===== src/rtl/core/assert_macros.svh =====
// Assertion macros shared by the RTL. Synthesis builds define SYNTH and get empty bodies.
`ifndef ASSERT_MACROS_SVH
`define ASSERT_MACROS_SVH

`ifndef SYNTH
`define ASSERT_PROP(lbl, clk_i, rstn_i, prop, msg) \
  lbl: assert property (@(posedge clk_i) disable iff (!rstn_i) prop) else $error(msg);
`define ASSERT_NEVER(lbl, clk_i, rstn_i, cond, msg) \
  lbl: assert property (@(posedge clk_i) disable iff (!rstn_i) !(cond)) else $error(msg);
`else
`define ASSERT_PROP(lbl, clk_i, rstn_i, prop, msg)
`define ASSERT_NEVER(lbl, clk_i, rstn_i, cond, msg)
`endif

`endif


===== src/rtl/core/ils_pkg.sv =====
`timescale 1ns / 1ps

package ils_pkg;

  localparam int unsigned ACTION_W = 3;
  localparam int unsigned POS_W    = 7;
  localparam int unsigned VAL_W    = 32;
  localparam int unsigned STATUS_W = 2;

  // Request codes.
  localparam logic [ACTION_W-1:0] ACT_READ       = 3'd0;
  localparam logic [ACTION_W-1:0] ACT_INS_FRONT  = 3'd1;
  localparam logic [ACTION_W-1:0] ACT_INS_BACK   = 3'd2;
  localparam logic [ACTION_W-1:0] ACT_INS_AT     = 3'd3;
  localparam logic [ACTION_W-1:0] ACT_DELETE     = 3'd4;

  // Result status codes.
  localparam logic [STATUS_W-1:0] ST_DONE  = 2'd0;
  localparam logic [STATUS_W-1:0] ST_RANGE = 2'd1;
  localparam logic [STATUS_W-1:0] ST_FULL  = 2'd2;

  localparam logic signed [VAL_W-1:0] MISS_VALUE = '1;

  typedef struct packed {
    logic [ACTION_W-1:0]     action;
    logic [POS_W-1:0]        position;
    logic signed [VAL_W-1:0] value;
  } ils_in_t;

  typedef struct packed {
    logic signed [VAL_W-1:0] read_value;
    logic [STATUS_W-1:0]     status;
  } ils_out_t;

  typedef enum logic [1:0] {
    S_IDLE,
    S_RD_WAIT,
    S_SHIFT,
    S_INS_WR
  } ils_state_t;

endpackage


===== src/rtl/core/ils_ram.sv =====
`timescale 1ns / 1ps

// Simple dual-port RAM: one write port, one read port with registered data.
module ils_ram #(
  parameter int unsigned WIDTH = 32,
  parameter int unsigned DEPTH = 64
) (
  input  logic                     clk,
  input  logic                     we,
  input  logic [$clog2(DEPTH)-1:0] waddr,
  input  logic [WIDTH-1:0]         wdata,
  input  logic [$clog2(DEPTH)-1:0] raddr,
  output logic [WIDTH-1:0]         rdata
);

  logic [WIDTH-1:0] mem [DEPTH];

  always_ff @(posedge clk) begin
    if (we) begin
      mem[waddr] <= wdata;
    end
    rdata <= mem[raddr];
  end

endmodule


===== src/rtl/core/indexed_list_store_top.sv =====
`timescale 1ns / 1ps

// Indexed list store. Holds an ordered list of up to DEPTH signed 32-bit values in a
// single RAM and serves one request at a time: read at a position, insert at the front,
// at the back or before a position, or delete at a position. A request is taken on a
// clock edge where start is high and busy is low, and exactly one result comes back on
// out_item, marked by out_strobe for a single cycle. The result cannot be held off, so
// the receiver must take it in the cycle it is shown. A refused request answers in the
// next cycle without going busy; a read is busy in S_RD_WAIT while the RAM's registered
// data comes back. An insert or a delete that has to move later entries keeps busy high
// while the RAM moves them one entry per cycle: each S_SHIFT cycle reads the next entry
// to move while the write port stores the one read the cycle before, and a last S_SHIFT
// cycle stores the final entry. An insert then writes the new value in S_INS_WR. The
// result is shown in the same cycle that busy falls. An append moves nothing and is
// busy only in S_INS_WR; a delete of the last entry moves nothing, never goes busy and
// answers in the next cycle. On a read miss, and for every request other than a read,
// read_value carries all ones; the status tells done, position out of range (also any
// unknown request code), or store full. Reset empties the list at once; the RAM
// contents are left as they are, since only entries below the count are ever read.
module indexed_list_store_top
  import ils_pkg::*;
#(
  parameter int unsigned DEPTH = 64
) (
  input  logic     clk,
  input  logic     rst_n,
  input  logic     start,
  output logic     busy,
  input  ils_in_t  in_item,
  output logic     out_strobe,
  output ils_out_t out_item
);

`include "assert_macros.svh"

  localparam int unsigned AW   = (DEPTH > 1) ? $clog2(DEPTH) : 1;
  localparam int unsigned CW   = $clog2(DEPTH + 1);
  // Common width for comparing a request position with the count.
  localparam int unsigned CMPW = (CW > POS_W) ? CW : POS_W;

  // Control state.
  ils_state_t    state_r, state_nxt;
  logic [CW-1:0] count_r, count_nxt;
  logic [CW-1:0] left_r, left_nxt;    // entries still to be read during a shift
  logic          pend_r, pend_nxt;    // a read is in flight and must be written back
  logic          out_strobe_r, out_strobe_nxt;

  // Work registers of the request under way.
  logic [AW-1:0]          src_r, src_nxt;
  logic [AW-1:0]          dst_r, dst_nxt;
  logic [AW-1:0]          ins_pos_r, ins_pos_nxt;
  logic                   is_ins_r, is_ins_nxt;
  logic signed [VAL_W-1:0] val_r, val_nxt;
  ils_out_t               out_r, out_nxt;

  // RAM port signals.
  logic             ram_we;
  logic [AW-1:0]    ram_waddr;
  logic [VAL_W-1:0] ram_wdata;
  logic [AW-1:0]    ram_raddr;
  logic [VAL_W-1:0] ram_rdata;

  // Request decode.
  logic            accept;
  logic [CMPW-1:0] pos_ext;
  logic [CMPW-1:0] cnt_ext;
  logic [CMPW-1:0] ins_pos_ext;
  logic            is_full;

  assign accept  = start && (state_r == S_IDLE);
  assign pos_ext = CMPW'(in_item.position);
  assign cnt_ext = CMPW'(count_r);
  assign is_full = (count_r == CW'(DEPTH));

  // Position at which an insert request places its value.
  always_comb begin
    case (in_item.action)
      ACT_INS_FRONT: ins_pos_ext = '0;
      ACT_INS_BACK:  ins_pos_ext = cnt_ext;
      default:       ins_pos_ext = pos_ext;
    endcase
  end

  ils_ram #(
    .WIDTH (VAL_W),
    .DEPTH (DEPTH)
  ) u_ram (
    .clk   (clk),
    .we    (ram_we),
    .waddr (ram_waddr),
    .wdata (ram_wdata),
    .raddr (ram_raddr),
    .rdata (ram_rdata)
  );

  always_ff @(posedge clk) begin
    if (!rst_n) begin
      state_r      <= S_IDLE;
      count_r      <= '0;
      left_r       <= '0;
      pend_r       <= 1'b0;
      out_strobe_r <= 1'b0;
    end else begin
      state_r      <= state_nxt;
      count_r      <= count_nxt;
      left_r       <= left_nxt;
      pend_r       <= pend_nxt;
      out_strobe_r <= out_strobe_nxt;
    end
  end

  always_ff @(posedge clk) begin
    src_r     <= src_nxt;
    dst_r     <= dst_nxt;
    ins_pos_r <= ins_pos_nxt;
    is_ins_r  <= is_ins_nxt;
    val_r     <= val_nxt;
    out_r     <= out_nxt;
  end

  always_comb begin
    state_nxt      = state_r;
    count_nxt      = count_r;
    left_nxt       = left_r;
    pend_nxt       = pend_r;
    out_strobe_nxt = 1'b0;
    src_nxt        = src_r;
    dst_nxt        = dst_r;
    ins_pos_nxt    = ins_pos_r;
    is_ins_nxt     = is_ins_r;
    val_nxt        = val_r;
    out_nxt        = out_r;
    ram_we         = 1'b0;
    ram_waddr      = dst_r;
    ram_wdata      = ram_rdata;
    ram_raddr      = src_r;

    case (state_r)
      S_IDLE: begin
        ram_raddr = pos_ext[AW-1:0];
        if (accept) begin
          out_nxt.read_value = MISS_VALUE;
          out_nxt.status     = ST_DONE;
          val_nxt            = in_item.value;
          case (in_item.action)
            ACT_READ: begin
              if (pos_ext < cnt_ext) begin
                state_nxt = S_RD_WAIT;
              end else begin
                out_nxt.status = ST_RANGE;
                out_strobe_nxt = 1'b1;
              end
            end
            ACT_INS_FRONT, ACT_INS_BACK, ACT_INS_AT: begin
              if (ins_pos_ext > cnt_ext) begin
                out_nxt.status = ST_RANGE;
                out_strobe_nxt = 1'b1;
              end else if (is_full) begin
                out_nxt.status = ST_FULL;
                out_strobe_nxt = 1'b1;
              end else begin
                // Move entries count-1 down to pos up by one, then write the value.
                count_nxt   = count_r + CW'(1);
                is_ins_nxt  = 1'b1;
                ins_pos_nxt = ins_pos_ext[AW-1:0];
                left_nxt    = CW'(cnt_ext - ins_pos_ext);
                src_nxt     = AW'(cnt_ext - CMPW'(1));
                pend_nxt    = 1'b0;
                state_nxt   = (cnt_ext == ins_pos_ext) ? S_INS_WR : S_SHIFT;
              end
            end
            ACT_DELETE: begin
              if (pos_ext >= cnt_ext) begin
                out_nxt.status = ST_RANGE;
                out_strobe_nxt = 1'b1;
              end else begin
                // Move entries pos+1 up to count-1 down by one.
                count_nxt  = count_r - CW'(1);
                is_ins_nxt = 1'b0;
                left_nxt   = CW'(cnt_ext - pos_ext - CMPW'(1));
                src_nxt    = AW'(pos_ext + CMPW'(1));
                pend_nxt   = 1'b0;
                if (pos_ext + CMPW'(1) == cnt_ext) begin
                  out_strobe_nxt = 1'b1;
                end else begin
                  state_nxt = S_SHIFT;
                end
              end
            end
            default: begin
              out_nxt.status = ST_RANGE;
              out_strobe_nxt = 1'b1;
            end
          endcase
        end
      end

      S_RD_WAIT: begin
        out_nxt.read_value = ram_rdata;
        out_nxt.status     = ST_DONE;
        out_strobe_nxt     = 1'b1;
        state_nxt          = S_IDLE;
      end

      S_SHIFT: begin
        // Write back the entry read last cycle while reading the next one.
        ram_we = pend_r;
        if (left_r != '0) begin
          pend_nxt = 1'b1;
          left_nxt = left_r - CW'(1);
          if (is_ins_r) begin
            dst_nxt = src_r + AW'(1);
            src_nxt = src_r - AW'(1);
          end else begin
            dst_nxt = src_r - AW'(1);
            src_nxt = src_r + AW'(1);
          end
        end else begin
          pend_nxt = 1'b0;
          if (is_ins_r) begin
            state_nxt = S_INS_WR;
          end else begin
            out_strobe_nxt = 1'b1;
            state_nxt      = S_IDLE;
          end
        end
      end

      S_INS_WR: begin
        ram_we         = 1'b1;
        ram_waddr      = ins_pos_r;
        ram_wdata      = val_r;
        out_strobe_nxt = 1'b1;
        state_nxt      = S_IDLE;
      end

      default: begin
        state_nxt = S_IDLE;
      end
    endcase
  end

  assign busy       = (state_r != S_IDLE);
  assign out_strobe = out_strobe_r;
  assign out_item   = out_r;

  // The count never exceeds the capacity of the store.
  `ASSERT_NEVER(a_count_bound, clk, rst_n, count_r > CW'(DEPTH), "count exceeds depth")
  // A result is only shown once the work on its request has ended.
  `ASSERT_PROP(a_strobe_idle, clk, rst_n, out_strobe |-> !busy, "result while busy")
  // Every accepted request either keeps the block busy or answers in the next cycle.
  `ASSERT_PROP(a_accept_answer, clk, rst_n, (start && !busy) |=> (busy || out_strobe),
               "accepted request lost")
  // The count moves only on an accepted request.
  `ASSERT_PROP(a_count_hold, clk, rst_n, !(start && !busy) |=> $stable(count_r),
               "count changed without a request")

endmodule


===== config.mk =====
export PLATFORM = sky130hd
export DESIGN_NAME = indexed_list_store_top
export DESIGN_NICKNAME = d
export VERILOG_FILES = /design/src/rtl/core/ils_pkg.sv /design/src/rtl/core/ils_ram.sv /design/src/rtl/core/indexed_list_store_top.sv
export VERILOG_INCLUDE_DIRS = /design/src /design/src/rtl/core
export SDC_FILE = /design/constraint.sdc
export NUM_CORES = 2
export LEC_CHECK = 0
export ABC_AREA = 1
export CORE_MARGIN = 4
export CORE_UTILIZATION = 25
export CTS_CLUSTER_SIZE = 30
export DETAILED_ROUTE_END_ITERATION = 16
export DONT_BUFFER_PORTS = 1
export PLACE_DENSITY = 0.49
export SYNTH_ARGS = -nofsm -noshare
export SYNTH_HDL_FRONTEND = slang
export SYNTH_SLANG_ARGS = --single-unit

===== constraint.sdc =====
create_clock -name clk -period 5.93 [get_ports clk]
set_clock_uncertainty 0.15 [all_clocks]
set_input_delay 0.593 -clock clk [delete_from_list [all_inputs] [get_ports clk]]
set_output_delay 0.593 -clock clk [all_outputs]
set_load 0.005 [all_outputs]

==> impl_metrics.env <==
export IMPL_cp_endpoint="u_ram.rdata[3]"
export IMPL_grt_pass1_vias=53150
export IMPL_wirelength_um=271000
export IMPL_fp_row_count=217
export IMPL_vdd_ir_drop_max_v=0.000310
export IMPL_drc_errors=0
export IMPL_synth_cell_type_count=39
export IMPL_cts_tree="built"
export IMPL_grt_ovfl_total=0
export IMPL_reg2reg_slack_ps=1160
export IMPL_place_hpwl_um=154000
export IMPL_worstRegToRegCells=10
export IMPL_yosysSeqAreaShare_pct=74.3
export IMPL_synthCells=6562
export IMPL_vias_per_cell=4.92
export IMPL_use_met2_pct=21.0
export IMPL_finalCriticalPeriod_ps=4770
export IMPL_holdCritPathClass="in -> reg"
export IMPL_grt_pass1_wl_um=388000
export IMPL_powerDensity_nw_per_um2=404
export IMPL_die_w_um=600
export IMPL_synthesis_nets=6635
export IMPL_cts_max_level=4
export IMPL_finalPower_w=0.0406
export IMPL_io_buffer_count=0
export IMPL_gp_congestion=0.844
export IMPL_status="finished, final reports clean"
export IMPL_dr_pass1_iters=6
export IMPL_fin_tns_setup_ps=0
export IMPL_synth_async_reset_ratio_pct=0
export IMPL_cp_end_kind="register"
export IMPL_critPathArrivalTime_ps=5390
export IMPL_ios=81
export IMPL_reg2reg_to="u_ram.rdata[3]"
export IMPL_crit_fanout=81
export IMPL_crit_type="reg -> reg"
export IMPL_clk_pin_slew_worst_paths_ps=70
export IMPL_rsz0062_at_grt="no"
export IMPL_die_area_sq_um=360000
export IMPL_synth_seq_cells=2183
export IMPL_layout_drive_gt1_share_pct=8.47
export IMPL_grt_use_met1_pct=22.0
export IMPL_drt_initial_drc_count=6632
export IMPL_final_nets=6584
export IMPL_fin_cells=11281
export IMPL_max_clock_path_buffers=4
export IMPL_finalSetupViolCount=0
export IMPL_fmax_mhz=209
export IMPL_grtUsageTotal_pct=14.5
export IMPL_chipHeight_um=600
export IMPL_route_vias_total=55538
export IMPL_cts_setup_buffers=0
export IMPL_syn_to_final_growth_pct=14.8
export IMPL_slew_viol_final=0
export IMPL_synth_edff_count=2133
export IMPL_post_route_period_util_pct=80.5
export IMPL_p_leak_nw=31.3
export IMPL_start_util_pct=25.1
export IMPL_cts_made_buffers=217
export IMPL_maxSlewHeadroom_pct=9.13
export IMPL_ys_flop_type="edfxtp_1"
export IMPL_busiest_layer="met1"
export IMPL_core_area_sq_um=349000
export IMPL_r2r_start="state_r[1]"
export IMPL_final_hold_violation_count=0
export IMPL_critPathLaunchType="register"
export IMPL_tightest_slew_ps=1360
export IMPL_dp_cells=10851
export IMPL_startpoint="state_r[1]"
export IMPL_antenna_found_initial=14
export IMPL_ys_warnings_count=0
export IMPL_synth_area_sq_um=87600
export IMPL_drtAntennaViolNets=0
export IMPL_grt_max_degree=177
export IMPL_drv_cap=0
export IMPL_synth_avg_cell_area_sq_um=13.3
export IMPL_routedWlPerCell_um=24.0
export IMPL_cts_root_buf="clkbuf_16"
export IMPL_required_ps=6550
export IMPL_gr_usage_met3_pct=3.20
export IMPL_worst_skew_pair_late_latency_ps=880
export IMPL_cts_sinks=2183
registers in the layout (all words and copies together), names as in the netlist:
| name | flops |
|---|---|
| state_r | 2 |
| out_strobe | 1 |
| u_ram.mem | 2048 |
| ins_pos_r | 6 |
| val_r | 32 |
| out_item | 34 |
| left_r | 7 |
| pend_r | 1 |
| cnt_ext | 7 |
| u_ram.rdata | 32 |
| src_r | 6 |
| is_ins_r | 1 |
| dst_r | 6 |
cells in the final DEF, fill, tap and decap left out, types with 47 or more instances in the layout:
cell / count
clkbuf_1: 56
nor2_4: 64
clkbuf_16: 220
clkinv_1: 47
o21ai_0: 1038
o22ai_1: 256
nor2_1: 690
inv_1: 126
dfxtp_1: 50
nand2_1: 448
o211ai_1: 310
edfxtp_1: 2133
nand3_1: 405
o21bai_1: 363
buf_4: 125
kinds of logic after synthesis:
group | count (synthesis) | share of synthesized area [%]
AOI/OAI and AO/OA | 2069 | 14.2
xor gates and xnor gates | 26 | 0.260
adders and majority gates | 28 | 0.417
buffers and inverters | 602 | 3.10
DFF | 2183 | 74.3
muxes | 3 | 0.0343
and+or+nand+nor | 1651 | 7.76
synth_stat cells, drive strengths merged, types with 3 or more instances:
| library cell | number | share of area (%) |
|---|---|---|
| edfxtp | 2133 | 73 |
| o21ai | 1064 | 6.1 |
| nor2 | 754 | 3.2 |
| nand2 | 454 | 2.0 |
| nand3 | 405 | 2.3 |
| o21bai | 363 | 3.1 |
| o211ai | 310 | 2.7 |
| buf | 260 | 1.6 |
| o22ai | 256 | 1.8 |
| clkbuf | 208 | 0.89 |
| inv | 133 | 0.57 |
| a21oi | 65 | 0.37 |
| dfxtp | 50 | 1.1 |
| ha | 26 | 0.37 |
| xor2 | 18 | 0.18 |
| nor3 | 16 | 0.091 |
| nand4 | 11 | 0.079 |
| xnor2 | 8 | 0.080 |
| a31oi | 6 | 0.043 |
| or2 | 6 | 0.043 |
| mux2i | 3 | 0.034 |
power by group:
| group | switching, W | internal, W |
|---|---|---|
| combinational | 0.00656 | 0.00179 |
| clock | 0.00587 | 0.00712 |
| sequential | 0.000307 | 0.0190 |
stage by stage:
stage	hold slack (ps)	util, %	setup slack (ps)	instance area, sq um
5_1_grt	82.4	28.8	1020	101000
4_1_cts	31.4	28.8	1260	101000
3_5_place_dp	320	26.8	1240	93700
3_3_place_gp	315	26.8	1250	93700
6_report	108	28.8	1160	101000
2_1_floorplan	287	-	1690	87600
critical path, cell delays in order, from the launching register on:
cell      delay (ps)
dfxtp_1          430
nor2_4           530
nand2_1          190
o21ai_4          230
buf_4            860
buf_4            830
nand3_1          210
o211ai_1         170
nand3_1          350
nand3_1          380
nand2_1          100
what timing repair did:
action,4_1_cts,5_1_grt
hold endpoints to repair,55,0
gates resized for setup,0,0
hold buffers,40,0
area by class of cell:
type / count / area (sq um)
antenna: 3 / 7.51
sequential: 2183 / 65100
inverter: 134 / 523
multi-input combinational: 3777 / 20700
clock buffer: 285 / 5840
fill: 35263 / 249000
timing repair buffer: 198 / 2000
clock inverter: 102 / 643
tap: 4599 / 5750
worst min path at each step:
| stage | startpoint | end | slack (ps) | cells past startpoint |
|---|---|---|---|---|
| 2_1_floorplan | pend_r | pend_r | 290 | 2 |
| 3_3_place_gp | pend_r | pend_r | 320 | 2 |
| 3_5_place_dp | pend_r | pend_r | 320 | 2 |
| 4_1_cts | in_item[35] | ins_pos_r[3] | 30 | 2 |
| 5_1_grt | in_item[37] | ins_pos_r[5] | 80 | 2 |
| 6_report | in_item[37] | ins_pos_r[5] | 110 | 2 |
routing by layer:
layer | vias to the layer above | wire [um]
li1 | 24559 | -
met1 | 28683 | 128000
met2 | 2003 | 115000
met3 | 291 | 22700
met4 | 2 | 4820
met5 | - | 12
No activity file was read; power rests on OpenSTA's default activity.
